## config.mk

```make
export PLATFORM = sky130hd
export DESIGN_NAME = generalized_time_syntax_checker_top
export DESIGN_NICKNAME = d
export VERILOG_FILES = /design/src/design/gtsc_pkg.sv /design/src/design/gtsc_next.sv /design/src/design/generalized_time_syntax_checker_top.sv
export SDC_FILE = /design/constraint.sdc
export NUM_CORES = 1
export LEC_CHECK = 0
export BUFFER_PORTS_ARGS = -buffer_cell sky130_fd_sc_hd__buf_2
export CORE_AREA = 5 5 66 68
export CTS_CLUSTER_SIZE = 10
export DETAILED_ROUTE_END_ITERATION = 8
export DIE_AREA = 0 0 71 73
export PLACE_DENSITY = 0.66
export SYNTH_ARGS = -nofsm -noshare
export SYNTH_HDL_FRONTEND = slang
export SYNTH_SLANG_ARGS = --single-unit
export TNS_END_PERCENT = 20
```

## constraint.sdc

```tcl
create_clock -name clk -period 7.6 [get_ports clk]
set_input_delay 0.38 -clock clk [delete_from_list [all_inputs] [get_ports clk]]
set_output_delay 0.38 -clock clk [all_outputs]
set_load 0.05 [all_outputs]
```

## src/design/gtsc_pkg.sv

```systemverilog
// ----------------------------------------------------------------------------
// gtsc_pkg
// Shared types and constants for the GeneralizedTime syntax checker.
// ----------------------------------------------------------------------------
package gtsc_pkg;

  // Grammar positions: what the parser expects next.
  typedef enum logic [4:0] {
    POS_START      = 5'd0,
    POS_CENT2      = 5'd1,
    POS_YEAR1      = 5'd2,
    POS_YEAR2      = 5'd3,
    POS_MON1       = 5'd4,
    POS_MON_0X     = 5'd5,
    POS_MON_1X     = 5'd6,
    POS_DAY1       = 5'd7,
    POS_DAY_0X     = 5'd8,
    POS_DAY_12X    = 5'd9,
    POS_DAY_3X     = 5'd10,
    POS_HOUR1      = 5'd11,
    POS_HOUR_01X   = 5'd12,
    POS_HOUR_2X    = 5'd13,
    POS_HOURED     = 5'd14,
    POS_MIN2       = 5'd15,
    POS_MINUTED    = 5'd16,
    POS_SEC2       = 5'd17,
    POS_LEAP2      = 5'd18,
    POS_SECONDED   = 5'd19,
    POS_FRAC_FIRST = 5'd20,
    POS_FRAC_MORE  = 5'd21,
    POS_ZONE_HOUR1 = 5'd22,
    POS_ZONE_HOURB = 5'd23,
    POS_ZONE_HOURC = 5'd24,
    POS_ZONE_HOURD = 5'd25,
    POS_ZONE_MIN2  = 5'd26,
    POS_DONE       = 5'd27
  } pos_t;

  // ASCII codes used by the grammar.
  localparam logic [7:0] CH_0     = 8'h30;
  localparam logic [7:0] CH_1     = 8'h31;
  localparam logic [7:0] CH_2     = 8'h32;
  localparam logic [7:0] CH_3     = 8'h33;
  localparam logic [7:0] CH_5     = 8'h35;
  localparam logic [7:0] CH_6     = 8'h36;
  localparam logic [7:0] CH_9     = 8'h39;
  localparam logic [7:0] CH_Z     = 8'h5A;
  localparam logic [7:0] CH_DOT   = 8'h2E;
  localparam logic [7:0] CH_COMMA = 8'h2C;
  localparam logic [7:0] CH_PLUS  = 8'h2B;
  localparam logic [7:0] CH_MINUS = 8'h2D;

  // Result of one grammar transition.
  typedef struct packed {
    logic ok;
    pos_t pos;
  } step_t;

  function automatic logic in_span(input logic [7:0] c, input logic [7:0] lo,
                                   input logic [7:0] hi);
    return (c >= lo) && (c <= hi);
  endfunction

  function automatic logic is_dig(input logic [7:0] c);
    return in_span(c, CH_0, CH_9);
  endfunction

endpackage

```

## src/design/gtsc_next.sv

```systemverilog
// ----------------------------------------------------------------------------
// gtsc_next
// Grammar transition: next parse position for one byte, or a mismatch.
// ----------------------------------------------------------------------------
module gtsc_next (
  input  logic [7:0]           char_byte,
  input  gtsc_pkg::pos_t       pos,
  output gtsc_pkg::step_t      step
);

  logic             zone_start;
  logic             frac_start;
  gtsc_pkg::step_t  tail;
  gtsc_pkg::step_t  tail_nf;

  // A time zone may start wherever the optional parts may end; a fraction
  // may start there too, unless we are already inside one.
  always_comb begin
    zone_start = (char_byte == gtsc_pkg::CH_PLUS) || (char_byte == gtsc_pkg::CH_MINUS);
    frac_start = (char_byte == gtsc_pkg::CH_DOT) || (char_byte == gtsc_pkg::CH_COMMA);
    tail_nf.ok  = 1'b1;
    tail_nf.pos = gtsc_pkg::POS_START;
    if (char_byte == gtsc_pkg::CH_Z) begin
      tail_nf.pos = gtsc_pkg::POS_DONE;
    end else if (zone_start) begin
      tail_nf.pos = gtsc_pkg::POS_ZONE_HOUR1;
    end else begin
      tail_nf.ok = 1'b0;
    end
    tail = tail_nf;
    if (frac_start) begin
      tail.ok  = 1'b1;
      tail.pos = gtsc_pkg::POS_FRAC_FIRST;
    end
  end

  always_comb begin
    step.ok  = 1'b0;
    step.pos = gtsc_pkg::POS_START;
    case (pos)
      gtsc_pkg::POS_START, gtsc_pkg::POS_CENT2,
      gtsc_pkg::POS_YEAR1, gtsc_pkg::POS_YEAR2: begin
        step.ok  = gtsc_pkg::is_dig(char_byte);
        step.pos = gtsc_pkg::pos_t'(pos + 5'd1);
      end
      gtsc_pkg::POS_MON1: begin
        step.ok  = (char_byte == gtsc_pkg::CH_0) || (char_byte == gtsc_pkg::CH_1);
        step.pos = (char_byte == gtsc_pkg::CH_0) ? gtsc_pkg::POS_MON_0X
                                                 : gtsc_pkg::POS_MON_1X;
      end
      gtsc_pkg::POS_MON_0X: begin
        step.ok  = gtsc_pkg::in_span(char_byte, gtsc_pkg::CH_1, gtsc_pkg::CH_9);
        step.pos = gtsc_pkg::POS_DAY1;
      end
      gtsc_pkg::POS_MON_1X: begin
        step.ok  = gtsc_pkg::in_span(char_byte, gtsc_pkg::CH_0, gtsc_pkg::CH_2);
        step.pos = gtsc_pkg::POS_DAY1;
      end
      gtsc_pkg::POS_DAY1: begin
        step.ok = gtsc_pkg::in_span(char_byte, gtsc_pkg::CH_0, gtsc_pkg::CH_3);
        if (char_byte == gtsc_pkg::CH_0) begin
          step.pos = gtsc_pkg::POS_DAY_0X;
        end else if (char_byte == gtsc_pkg::CH_3) begin
          step.pos = gtsc_pkg::POS_DAY_3X;
        end else begin
          step.pos = gtsc_pkg::POS_DAY_12X;
        end
      end
      gtsc_pkg::POS_DAY_0X: begin
        step.ok  = gtsc_pkg::in_span(char_byte, gtsc_pkg::CH_1, gtsc_pkg::CH_9);
        step.pos = gtsc_pkg::POS_HOUR1;
      end
      gtsc_pkg::POS_DAY_12X: begin
        step.ok  = gtsc_pkg::is_dig(char_byte);
        step.pos = gtsc_pkg::POS_HOUR1;
      end
      gtsc_pkg::POS_DAY_3X: begin
        step.ok  = gtsc_pkg::in_span(char_byte, gtsc_pkg::CH_0, gtsc_pkg::CH_1);
        step.pos = gtsc_pkg::POS_HOUR1;
      end
      gtsc_pkg::POS_HOUR1: begin
        step.ok  = gtsc_pkg::in_span(char_byte, gtsc_pkg::CH_0, gtsc_pkg::CH_2);
        step.pos = (char_byte == gtsc_pkg::CH_2) ? gtsc_pkg::POS_HOUR_2X
                                                 : gtsc_pkg::POS_HOUR_01X;
      end
      gtsc_pkg::POS_HOUR_01X: begin
        step.ok  = gtsc_pkg::is_dig(char_byte);
        step.pos = gtsc_pkg::POS_HOURED;
      end
      gtsc_pkg::POS_HOUR_2X: begin
        step.ok  = gtsc_pkg::in_span(char_byte, gtsc_pkg::CH_0, gtsc_pkg::CH_3);
        step.pos = gtsc_pkg::POS_HOURED;
      end
      gtsc_pkg::POS_HOURED: begin
        if (gtsc_pkg::in_span(char_byte, gtsc_pkg::CH_0, gtsc_pkg::CH_5)) begin
          step.ok  = 1'b1;
          step.pos = gtsc_pkg::POS_MIN2;
        end else begin
          step = tail;
        end
      end
      gtsc_pkg::POS_MIN2: begin
        step.ok  = gtsc_pkg::is_dig(char_byte);
        step.pos = gtsc_pkg::POS_MINUTED;
      end
      gtsc_pkg::POS_MINUTED: begin
        if (gtsc_pkg::in_span(char_byte, gtsc_pkg::CH_0, gtsc_pkg::CH_5)) begin
          step.ok  = 1'b1;
          step.pos = gtsc_pkg::POS_SEC2;
        end else if (char_byte == gtsc_pkg::CH_6) begin
          step.ok  = 1'b1;
          step.pos = gtsc_pkg::POS_LEAP2;
        end else begin
          step = tail;
        end
      end
      gtsc_pkg::POS_SEC2: begin
        step.ok  = gtsc_pkg::is_dig(char_byte);
        step.pos = gtsc_pkg::POS_SECONDED;
      end
      gtsc_pkg::POS_LEAP2: begin
        step.ok  = (char_byte == gtsc_pkg::CH_0);
        step.pos = gtsc_pkg::POS_SECONDED;
      end
      gtsc_pkg::POS_SECONDED: begin
        step = tail;
      end
      gtsc_pkg::POS_FRAC_FIRST: begin
        step.ok  = gtsc_pkg::is_dig(char_byte);
        step.pos = gtsc_pkg::POS_FRAC_MORE;
      end
      gtsc_pkg::POS_FRAC_MORE: begin
        if (gtsc_pkg::is_dig(char_byte)) begin
          step.ok  = 1'b1;
          step.pos = gtsc_pkg::POS_FRAC_MORE;
        end else begin
          step = tail_nf;
        end
      end
      gtsc_pkg::POS_ZONE_HOUR1: begin
        step.ok  = gtsc_pkg::in_span(char_byte, gtsc_pkg::CH_0, gtsc_pkg::CH_2);
        step.pos = (char_byte == gtsc_pkg::CH_2) ? gtsc_pkg::POS_ZONE_HOURC
                                                 : gtsc_pkg::POS_ZONE_HOURB;
      end
      gtsc_pkg::POS_ZONE_HOURB: begin
        step.ok  = gtsc_pkg::is_dig(char_byte);
        step.pos = gtsc_pkg::POS_ZONE_HOURD;
      end
      gtsc_pkg::POS_ZONE_HOURC: begin
        step.ok  = gtsc_pkg::in_span(char_byte, gtsc_pkg::CH_0, gtsc_pkg::CH_3);
        step.pos = gtsc_pkg::POS_ZONE_HOURD;
      end
      gtsc_pkg::POS_ZONE_HOURD: begin
        step.ok  = gtsc_pkg::in_span(char_byte, gtsc_pkg::CH_0, gtsc_pkg::CH_5);
        step.pos = gtsc_pkg::POS_ZONE_MIN2;
      end
      gtsc_pkg::POS_ZONE_MIN2: begin
        step.ok  = gtsc_pkg::is_dig(char_byte);
        step.pos = gtsc_pkg::POS_DONE;
      end
      default: begin
        // Anything after the zone is a mismatch.
        step.ok  = 1'b0;
        step.pos = gtsc_pkg::POS_START;
      end
    endcase
  end

endmodule

```

## src/design/generalized_time_syntax_checker_top.sv

```systemverilog
// ----------------------------------------------------------------------------
// generalized_time_syntax_checker_top
// Streams a GeneralizedTime value one byte per beat and gives one verdict
// beat on the byte marked last.
// ----------------------------------------------------------------------------
//  channel | direction | payload                 | handshake
//  in_     | input     | char_byte, last_byte    | in_valid / in_stall
//  out_    | output    | value_ok                | out_valid / out_stall
//
//  One byte is accepted per cycle unless in_stall holds it; after its last
//  byte is accepted a verdict passes the input register, then the result register.
//  The parse position and failure flag are updated in the single step
//  between the two registers and rearm after every last byte.
//  rst_n is synchronous and active low and empties both registers.
//  A waiting verdict holds only bytes marked last; other bytes keep flowing.
// ----------------------------------------------------------------------------
module generalized_time_syntax_checker_top (
  input  logic       clk,
  input  logic       rst_n,
  input  logic       in_valid,
  output logic       in_stall,
  input  logic [7:0] in_char_byte,
  input  logic       in_last_byte,
  output logic       out_valid,
  input  logic       out_stall,
  output logic       out_value_ok
);

  logic            s1_valid_r, s1_valid_nxt;
  logic [7:0]      s1_char_r;
  logic            s1_last_r;
  gtsc_pkg::pos_t  pos_r, pos_nxt;
  logic            failed_r, failed_nxt;
  logic            out_valid_r, out_valid_nxt;
  logic            out_ok_r, out_ok_nxt;
  logic            proc;
  logic            in_take;
  gtsc_pkg::step_t step;

  gtsc_next u_next (
    .char_byte (s1_char_r),
    .pos       (pos_r),
    .step      (step)
  );

  // A byte that is not last produces no verdict, so it never waits on the
  // result register.
  assign proc     = s1_valid_r && (!s1_last_r || !out_valid_r || !out_stall);
  assign in_stall = s1_valid_r && !proc;
  assign in_take  = in_valid && !in_stall;

  always_comb begin
    s1_valid_nxt  = in_take || (s1_valid_r && !proc);
    pos_nxt       = pos_r;
    failed_nxt    = failed_r;
    out_valid_nxt = out_valid_r && out_stall;
    out_ok_nxt    = out_ok_r;
    if (proc) begin
      if (!failed_r) begin
        if (step.ok) begin
          pos_nxt = step.pos;
        end else begin
          failed_nxt = 1'b1;
        end
      end
      if (s1_last_r) begin
        out_valid_nxt = 1'b1;
        out_ok_nxt    = !failed_nxt && ((pos_nxt == gtsc_pkg::POS_DONE) ||
                                        (pos_nxt == gtsc_pkg::POS_ZONE_HOURD));
        pos_nxt       = gtsc_pkg::POS_START;
        failed_nxt    = 1'b0;
      end
    end
  end

  always_ff @(posedge clk) begin
    if (!rst_n) begin
      s1_valid_r  <= 1'b0;
      pos_r       <= gtsc_pkg::POS_START;
      failed_r    <= 1'b0;
      out_valid_r <= 1'b0;
    end else begin
      s1_valid_r  <= s1_valid_nxt;
      pos_r       <= pos_nxt;
      failed_r    <= failed_nxt;
      out_valid_r <= out_valid_nxt;
    end
  end

  always_ff @(posedge clk) begin
    if (in_take) begin
      s1_char_r <= in_char_byte;
      s1_last_r <= in_last_byte;
    end
    out_ok_r <= out_ok_nxt;
  end

  assign out_valid    = out_valid_r;
  assign out_value_ok = out_ok_r;

  // The parser rearms after every last byte.
  a_rearm: assert property (@(posedge clk) disable iff (!rst_n)
    proc && s1_last_r |=> (pos_r == gtsc_pkg::POS_START) && !failed_r)
    else $error("parser did not rearm after last byte");

  // A mismatch stays sticky until the value ends.
  a_sticky: assert property (@(posedge clk) disable iff (!rst_n)
    failed_r && !(proc && s1_last_r) |=> failed_r)
    else $error("failure flag dropped inside a value");

  // Every processed last byte leaves a verdict in the result register.
  a_verdict: assert property (@(posedge clk) disable iff (!rst_n)
    proc && s1_last_r |=> out_valid_r)
    else $error("last byte produced no verdict");

  // The parse position never leaves the grammar.
  a_pos_range: assert property (@(posedge clk) disable iff (!rst_n)
    pos_r <= gtsc_pkg::POS_DONE)
    else $error("parse position out of range");

endmodule

```

==> impl_metrics.csv, run 1 <==
group,metric,value,unit
grt,grt-ovfl-total,0,
sta,setup_viol_count_final,0,
final_layout,post-route-util,48.8,%
yosys,ys_seq_elements,18,
floorplan,start_util,46.0,%
routing,drt_pass1_iterations,5,
final_layout,syn_to_final_growth,6.09,%
sta,fin_crit_sh,40.0,%
pwr,ir_drop,0.0000996,V
routing,wl_per_cell,16.1,um
pwr,p_clk_share,33.5,%
pwr,power_frac_seq,57.1,%
routing,drcViolationCount,0,
yosys,synthFlopType,"edfxtp_1",
final_layout,drive_above_1_share,12.4,%
sta,fmax,329,MHz
flow_run,max-cap-violations,0,
yosys,yosys.area.top_type,"edfxtp_1",
clocking,postCtsSetupBuffers,0,
final_layout,fill_cells,397,
routing,drt-total-wl,4290,um
critical_path,cp.arrival,3050,ps
final_layout,nets,236,
clocking,clockRootBuffer,"clkbuf_8",
pwr,switching_share,22.7,%
grt,grt_pass1_vias,1536,
yosys,async_reset_ff_share,0,%
yosys,syn_nets,234,
floorplan,die_h,73,um
yosys,yosysWarnings,0,
grt,grt_max_degree,30,
yosys,synth_top_area_share,17.2,%
placement,dp_hpwl,3130,um
pwr,p_sw,44.9,uW
min_path,hp-class,"input port to flip-flop",
sta,finClkSkew,4.19,ps
routing,drt_iter0_markers,196,
clocking,cts_tree,"built",
clocking,cts_made_buffers,3,
final_layout,fin_cells,267,
placement,gp_congestion,0.894,
pwr,p_leak,0.000641,uW
placement,dpl-instance-area,1810,um^2
sta,worstMarginPinSlew,908,ps
clocking,clock_latency,250,ps
critical_path,critPathLaunchType,"flip-flop",
yosys,synthCells,216,
pwr,totalPowerFinal,198,uW
placement,dp_cells,263,
outcome,status,"complete, no violations",
sta,hold_viol,0,
grt,antenna_found_initial,0,
placement,port_buffers,15,
yosys,synth_commonest_cells,"nor2_1, clkbuf_1, nand2_1",
sta,rsz0062_at_grt,"false",
clocking,htree_levels,1,
yosys,synth.distinct_cells,60,
yosys,syn_avg_cell_area,8.09,um^2
pwr,p_int,153,uW
clocking,cts.sinks,18,
sta,period_needed,3040,ps
routing,vias,1682,
floorplan,die-area,5180,um^2
critical_path,end_kind,"flip-flop",
critical_path,cp_data_required_time,7610,ps
yosys,synth-edff-count,10,
sta,max_slew_margin,39.4,%
final_layout,fin_area,1850,um^2
floorplan,io_pins,16,
yosys,yosysMostFrequentCell,"nor2_1",
grt,grt_pass1_wl,7340,um
floorplan,core,3800,um^2
routing,vias_per_cell,6.30,
yosys,synth.area.top_cells,"edfxtp_1, dfxtp_1, nand2b_1",
pwr,p_per_area,107,nW/um^2
clocking,cts.clk_slew.worst_paths,60,ps
clocking,cts_hold_buf,0,
yosys,syn_area,1750,um^2
critical_path,worstSetupPathType,"flip-flop to flip-flop",
floorplan,rows,23,
critical_path,cp_max_fo,13,
final_layout,diodes,0,
floorplan,die_w,71,um
sta,setup-tns-final,0,ps
routing,ant_nets,0,
pwr,p_comb_share,9.4,%
yosys,seq_area_frac_synth,26.4,%
sta,drv_slew,0,
clocking,clockBufferDepth,2,
clocking,cts_resized,0,
grt,grt_use_total,17.5,%
==> layout make-up <==
type | count | area (um^2) | area share, %
clock buffer | 4 | 45.0 | 2.43
inverter | 5 | 18.8 | 1.01
multi-input combinational | 175 | 1190 | 64.3
sequential | 18 | 460 | 24.8
tap | 50 | 62.6 | 3.38
timing repair buffer | 15 | 75.1 | 4.05
==> path summary, 6_finish.rpt <==
path / from / to / slack [ps] / depth (start not counted)
max: pos_r[0]$_SDFFE_PN0P_ / out_value_ok$_DFFE_PP_ / 4560 / 9
min: in_char_byte[4] / s1_char_r[4]$_DFFE_PP_ / 300 / 1
max reg2reg: pos_r[0]$_SDFFE_PN0P_ / out_value_ok$_DFFE_PP_ / 4560 / 9
min reg2reg: out_valid$_SDFF_PN0_ / out_valid$_SDFF_PN0_ / 520 / 2
==> critical path, cell delays in order, from the launching register on <==
cell and delay [ps]:
dfxtp_1 410, inv_1 90, ha_1 360, nor4_1 590
nor3_1 110, a221oi_1 220, nand3_1 90, a2111oi_0 670
a21oi_1 80, and4_1 180
==> cells in the final DEF, fill, tap and decap left out, types with 3 or more instances in the layout <==
| cell type | count |
|---|---|
| nand3b_1 | 3 |
| ha_1 | 5 |
| a221oi_1 | 3 |
| nor3_1 | 5 |
| nand3_1 | 6 |
| o2bb2ai_1 | 3 |
| or3_1 | 3 |
| a31oi_1 | 3 |
| a21oi_1 | 13 |
| o21ai_0 | 9 |
| dfxtp_1 | 8 |
| edfxtp_1 | 10 |
| nand2_1 | 16 |
| nor2b_1 | 9 |
| nor2_1 | 19 |
| a211oi_1 | 5 |
| o21a_1 | 3 |
| clkbuf_8 | 3 |
| nand4_1 | 3 |
| inv_1 | 4 |
| nor4_1 | 3 |
| a32o_1 | 3 |
| nand2b_1 | 13 |
| a2111oi_0 | 3 |
| buf_2 | 15 |
| o22ai_1 | 3 |
==> flip-flops by register name, indices dropped and copies added, names as in the netlist <==
signal / flops
s1_last_r: 1
out_valid: 1
failed_r: 1
out_value_ok: 1
pos_r: 5
s1_valid_r: 1
s1_char_r: 8
==> metrics by stage <==
step | hold slack, ps | setup slack (ps)
2_1_floorplan | 479 | 5000
3_3_place_gp | 514 | 4630
3_5_place_dp | 518 | 4590
4_1_cts | 297 | 4580
5_1_grt | 290 | 4310
6_report | 302 | 4560
==> power by group through the flow <==
stage / clock network [uW] / registers, uW / logic (uW)
final: 66.4 / 113 / 18.6
after global routing: 74.1 / 114 / 20.7
after CTS: 68.6 / 113 / 18.7
after detailed placement: 0 / 115 / 18.7
after global placement: 0 / 115 / 18.5
after floorplan: 0 / 112 / 15.0
==> metal layers <==
metal	GRT usage, %	vias to the layer above	part of all wire [%]
li1	-	828	-
met1	24.6	769	45
met2	26.9	74	46
met3	2.48	11	7.1
met4	6.89	0	2.1
met5	0	-	0
==> cells by family after synthesis <==
family | after synthesis | share of synthesized area, %
xor+xnor | 1 | 0.502
fa+ha+maj | 5 | 3.58
simple gates | 98 | 33.5
buf+inv | 23 | 5.44
flops | 18 | 26.4
compound gates | 69 | 29.5
mux | 2 | 1.15
Power figures use the tool's default switching activity.
==> run 2, diff against run 1 <==
--- a/config.mk
+++ b/config.mk
@@ -5,12 +5,13 @@
 export SDC_FILE = /design/constraint.sdc
 export NUM_CORES = 1
 export LEC_CHECK = 0
+export ABC_AREA = 1
 export BUFFER_PORTS_ARGS = -buffer_cell sky130_fd_sc_hd__buf_2
-export CORE_AREA = 5 5 66 68
+export CORE_AREA = 5 5 71 73
 export CTS_CLUSTER_SIZE = 10
 export DETAILED_ROUTE_END_ITERATION = 8
-export DIE_AREA = 0 0 71 73
-export PLACE_DENSITY = 0.66
+export DIE_AREA = 0 0 76 78
+export PLACE_DENSITY = 0.65
 export SYNTH_ARGS = -nofsm -noshare
 export SYNTH_HDL_FRONTEND = slang
 export SYNTH_SLANG_ARGS = --single-unit
==> constraint.sdc (replaced) <==
create_clock -name clk -period 3.1 [get_ports clk]
set_input_delay 0.155 -clock clk [delete_from_list [all_inputs] [get_ports clk]]
set_output_delay 0.155 -clock clk [all_outputs]
set_load 0.05 [all_outputs]
==> impl_metrics.csv, run 2 <==
group,metric,value,unit
critical_path,critPathLaunchType,"flip-flop",
critical_path,cp.arrival,2530,ps
clocking,clockBufferDepth,2,
placement,dpl-instance-area,2130,um^2
clocking,cts.sinks,18,
pwr,switching_share,29.8,%
sta,fin_crit_sh,81.1,%
flow_run,max-cap-violations,0,
sta,setup-tns-final,0,ps
sta,drv_slew,0,
grt,grt_max_degree,18,
sta,fmax,398,MHz
final_layout,fill_cells,447,
yosys,synth-edff-count,10,
yosys,synth_top_area_share,17.2,%
routing,vias_per_cell,5.49,
yosys,yosys.area.top_type,"nand2_1",
yosys,syn_area,2030,um^2
pwr,ir_drop,0.000279,V
yosys,yosysMostFrequentCell,"nand2_1",
clocking,cts_tree,"built",
sta,holdWs,70.3,ps
yosys,yosysWarnings,0,
sta,period_needed,2510,ps
yosys,seq_area_frac_synth,22.7,%
floorplan,rows,24,
floorplan,die_h,78,um
clocking,cts_made_buffers,3,
routing,drt_pass1_iterations,6,
placement,port_buffers,15,
yosys,syn_nets,363,
routing,drcViolationCount,0,
clocking,clock_latency,250,ps
yosys,synthFlopType,"edfxtp_1",
final_layout,drive_above_1_share,16.5,%
pwr,p_int,384,uW
sta,hold_viol,0,
placement,dp_hpwl,4630,um
min_path,hp-class,"input port to flip-flop",
clocking,cts_hold_buf,0,
grt,grt_use_total,18.7,%
clocking,postCtsSetupBuffers,0,
pwr,totalPowerFinal,546,uW
final_layout,post-route-util,50.7,%
final_layout,final_cell_mix,"nand2_1, nor2_1, nand3_1, inv_1, buf_2",
routing,wl_met3,372,um
grt,grt-ovfl-total,0,
grt,grt_pass1_wl,9260,um
outcome,status,"complete, no violations",
yosys,synth.area.top_cells,"nand2_1, edfxtp_1, nand3_1",
floorplan,die-area,5930,um^2
final_layout,reg_top3,"s1_char_r (8), pos_r (5)",
sta,max_slew_margin,48.9,%
clocking,cts_resized,0,
critical_path,cp_data_required_time,3110,ps
sta,finClkSkew,3.29,ps
routing,wl_met2,2600,um
final_layout,final_common_cell,"nand2_1",
routing,vias,2251,
sta,rsz0062_at_grt,"false",
pwr,p_sw,163,uW
floorplan,start_util,47.2,%
pwr,p_leak,0.00119,uW
floorplan,die_w,76,um
pwr,p_comb_share,18.7,%
clocking,clockRootBuffer,"clkbuf_8",
critical_path,cp_max_fo,17,
yosys,synth.distinct_cells,29,
sta,worstMarginPinSlew,763,ps
routing,wl_per_cell,13.6,um
routing,drt_iter0_markers,224,
final_layout,largest_register,"s1_char_r",
routing,top_layer,"met4",
routing,ant_nets,0,
critical_path,worstSetupPathType,"flip-flop to flip-flop",
yosys,ys_seq_elements,18,
grt,grt_pass1_vias,1986,
yosys,synth_commonest_cells,"nand2_1, nor2_1, nand3_1",
placement,gp_congestion,0.986,
final_layout,syn_to_final_growth,7.41,%
sta,setup_viol_count_final,0,
grt,antenna_found_initial,0,
pwr,power_frac_seq,50.4,%
final_layout,largest_reg_flops,8,
yosys,syn_avg_cell_area,5.88,um^2
routing,drt-total-wl,5570,um
final_layout,nets,377,
floorplan,io_pins,16,
final_layout,fin_area,2180,um^2
yosys,async_reset_ff_share,0,%
clocking,cts.clk_slew.worst_paths,70,ps
floorplan,core,4290,um^2
pwr,p_clk_share,30.9,%
routing,met1_length,2430,um
critical_path,end_kind,"flip-flop",
clocking,htree_levels,1,
final_layout,diodes,0,
yosys,synthCells,345,
pwr,p_per_area,251,nW/um^2
[run 2: cell count changes in the layout (fill, tap and decap cells not counted), sizes merged, moves of 5 or more]
cell | previous run | this run
nor2 | 19 | 62
nand2b | 13 | 0
a211oi | 5 | 0
nand2 | 16 | 104
o21ai | 11 | 18
nor2b | 9 | 0
inv | 5 | 49
nand3 | 6 | 50
[run 2: cell type report]
| cell class | count | area [um^2] | share of cell area, % |
|---|---|---|---|
| clock buffer | 3 | 41.3 | 1.90 |
| inverter | 50 | 188 | 8.62 |
| clock inverter | 1 | 3.75 | 0.172 |
| multi-input combinational | 271 | 1340 | 61.7 |
| tap | 52 | 65.1 | 2.99 |
| sequential | 18 | 460 | 21.1 |
| timing repair buffer | 15 | 75.1 | 3.45 |
[run 2: per-stage QoR]
| stage | instances | setup slack [ps] |
|---|---|---|
| after global placement | 406 | 747 |
| after floorplan | 345 | 1040 |
| after global routing | 410 | 360 |
| after CTS | 410 | 627 |
| after detailed placement | 406 | 641 |
| final | 410 | 587 |
[run 2: power by group through the flow]
stage                     combinational [uW]  clock (uW)  sequential [uW]
after floorplan                         75.7           0              278
after global placement                   100           0              280
after detailed placement                 101           0              280
after CTS                                101         174              275
after global routing                     117         185              277
final                                    102         169              275
[run 2: metal layers]
| layer | vias to the layer above | track usage (%) |
|---|---|---|
| met5 | - | 0 |
| met4 | 0 | 7.12 |
| li1 | 1137 | - |
| met1 | 989 | 25.5 |
| met2 | 107 | 30.1 |
| met3 | 18 | 2.31 |
[run 2: critical path: stages, from the launching register on]
cell and delay [ps]:
dfxtp_1 680, inv_2 250, ha_1 260, inv_1 60, nand2_1 50, nor2_1 90
nand2_1 50, nand2_1 80, inv_1 40, nor2_1 110, nand3_2 130, o21bai_4 180
nand2_1 90, nand2_1 70, inv_1 40, nand2_1 50, nor2_1 30
[run 2: worst paths after layout]
kind / startpoint / endpoint / slack (ps) / cells after the start
worst min-delay path: in_char_byte[5] / s1_char_r[5]$_DFFE_PP_ / 70 / 1
worst max register to register: pos_r[4]$_SDFFE_PN0P_ / out_value_ok$_DFFE_PP_ / 590 / 16
worst max-delay path: pos_r[4]$_SDFFE_PN0P_ / out_value_ok$_DFFE_PP_ / 590 / 16
worst min register to register: pos_r[0]$_SDFFE_PN0P_ / pos_r[0]$_SDFFE_PN0P_ / 510 / 2
[run 2: logic make-up (layout without fill, tap and decap cells)]
logic type,after synthesis,after routing,synth area share [%]
simple gates,231,231,53.0
fa+ha+maj,5,5,3.09
flops,18,18,22.7
compound gates,35,35,10.2
buf+inv,56,69,11.0
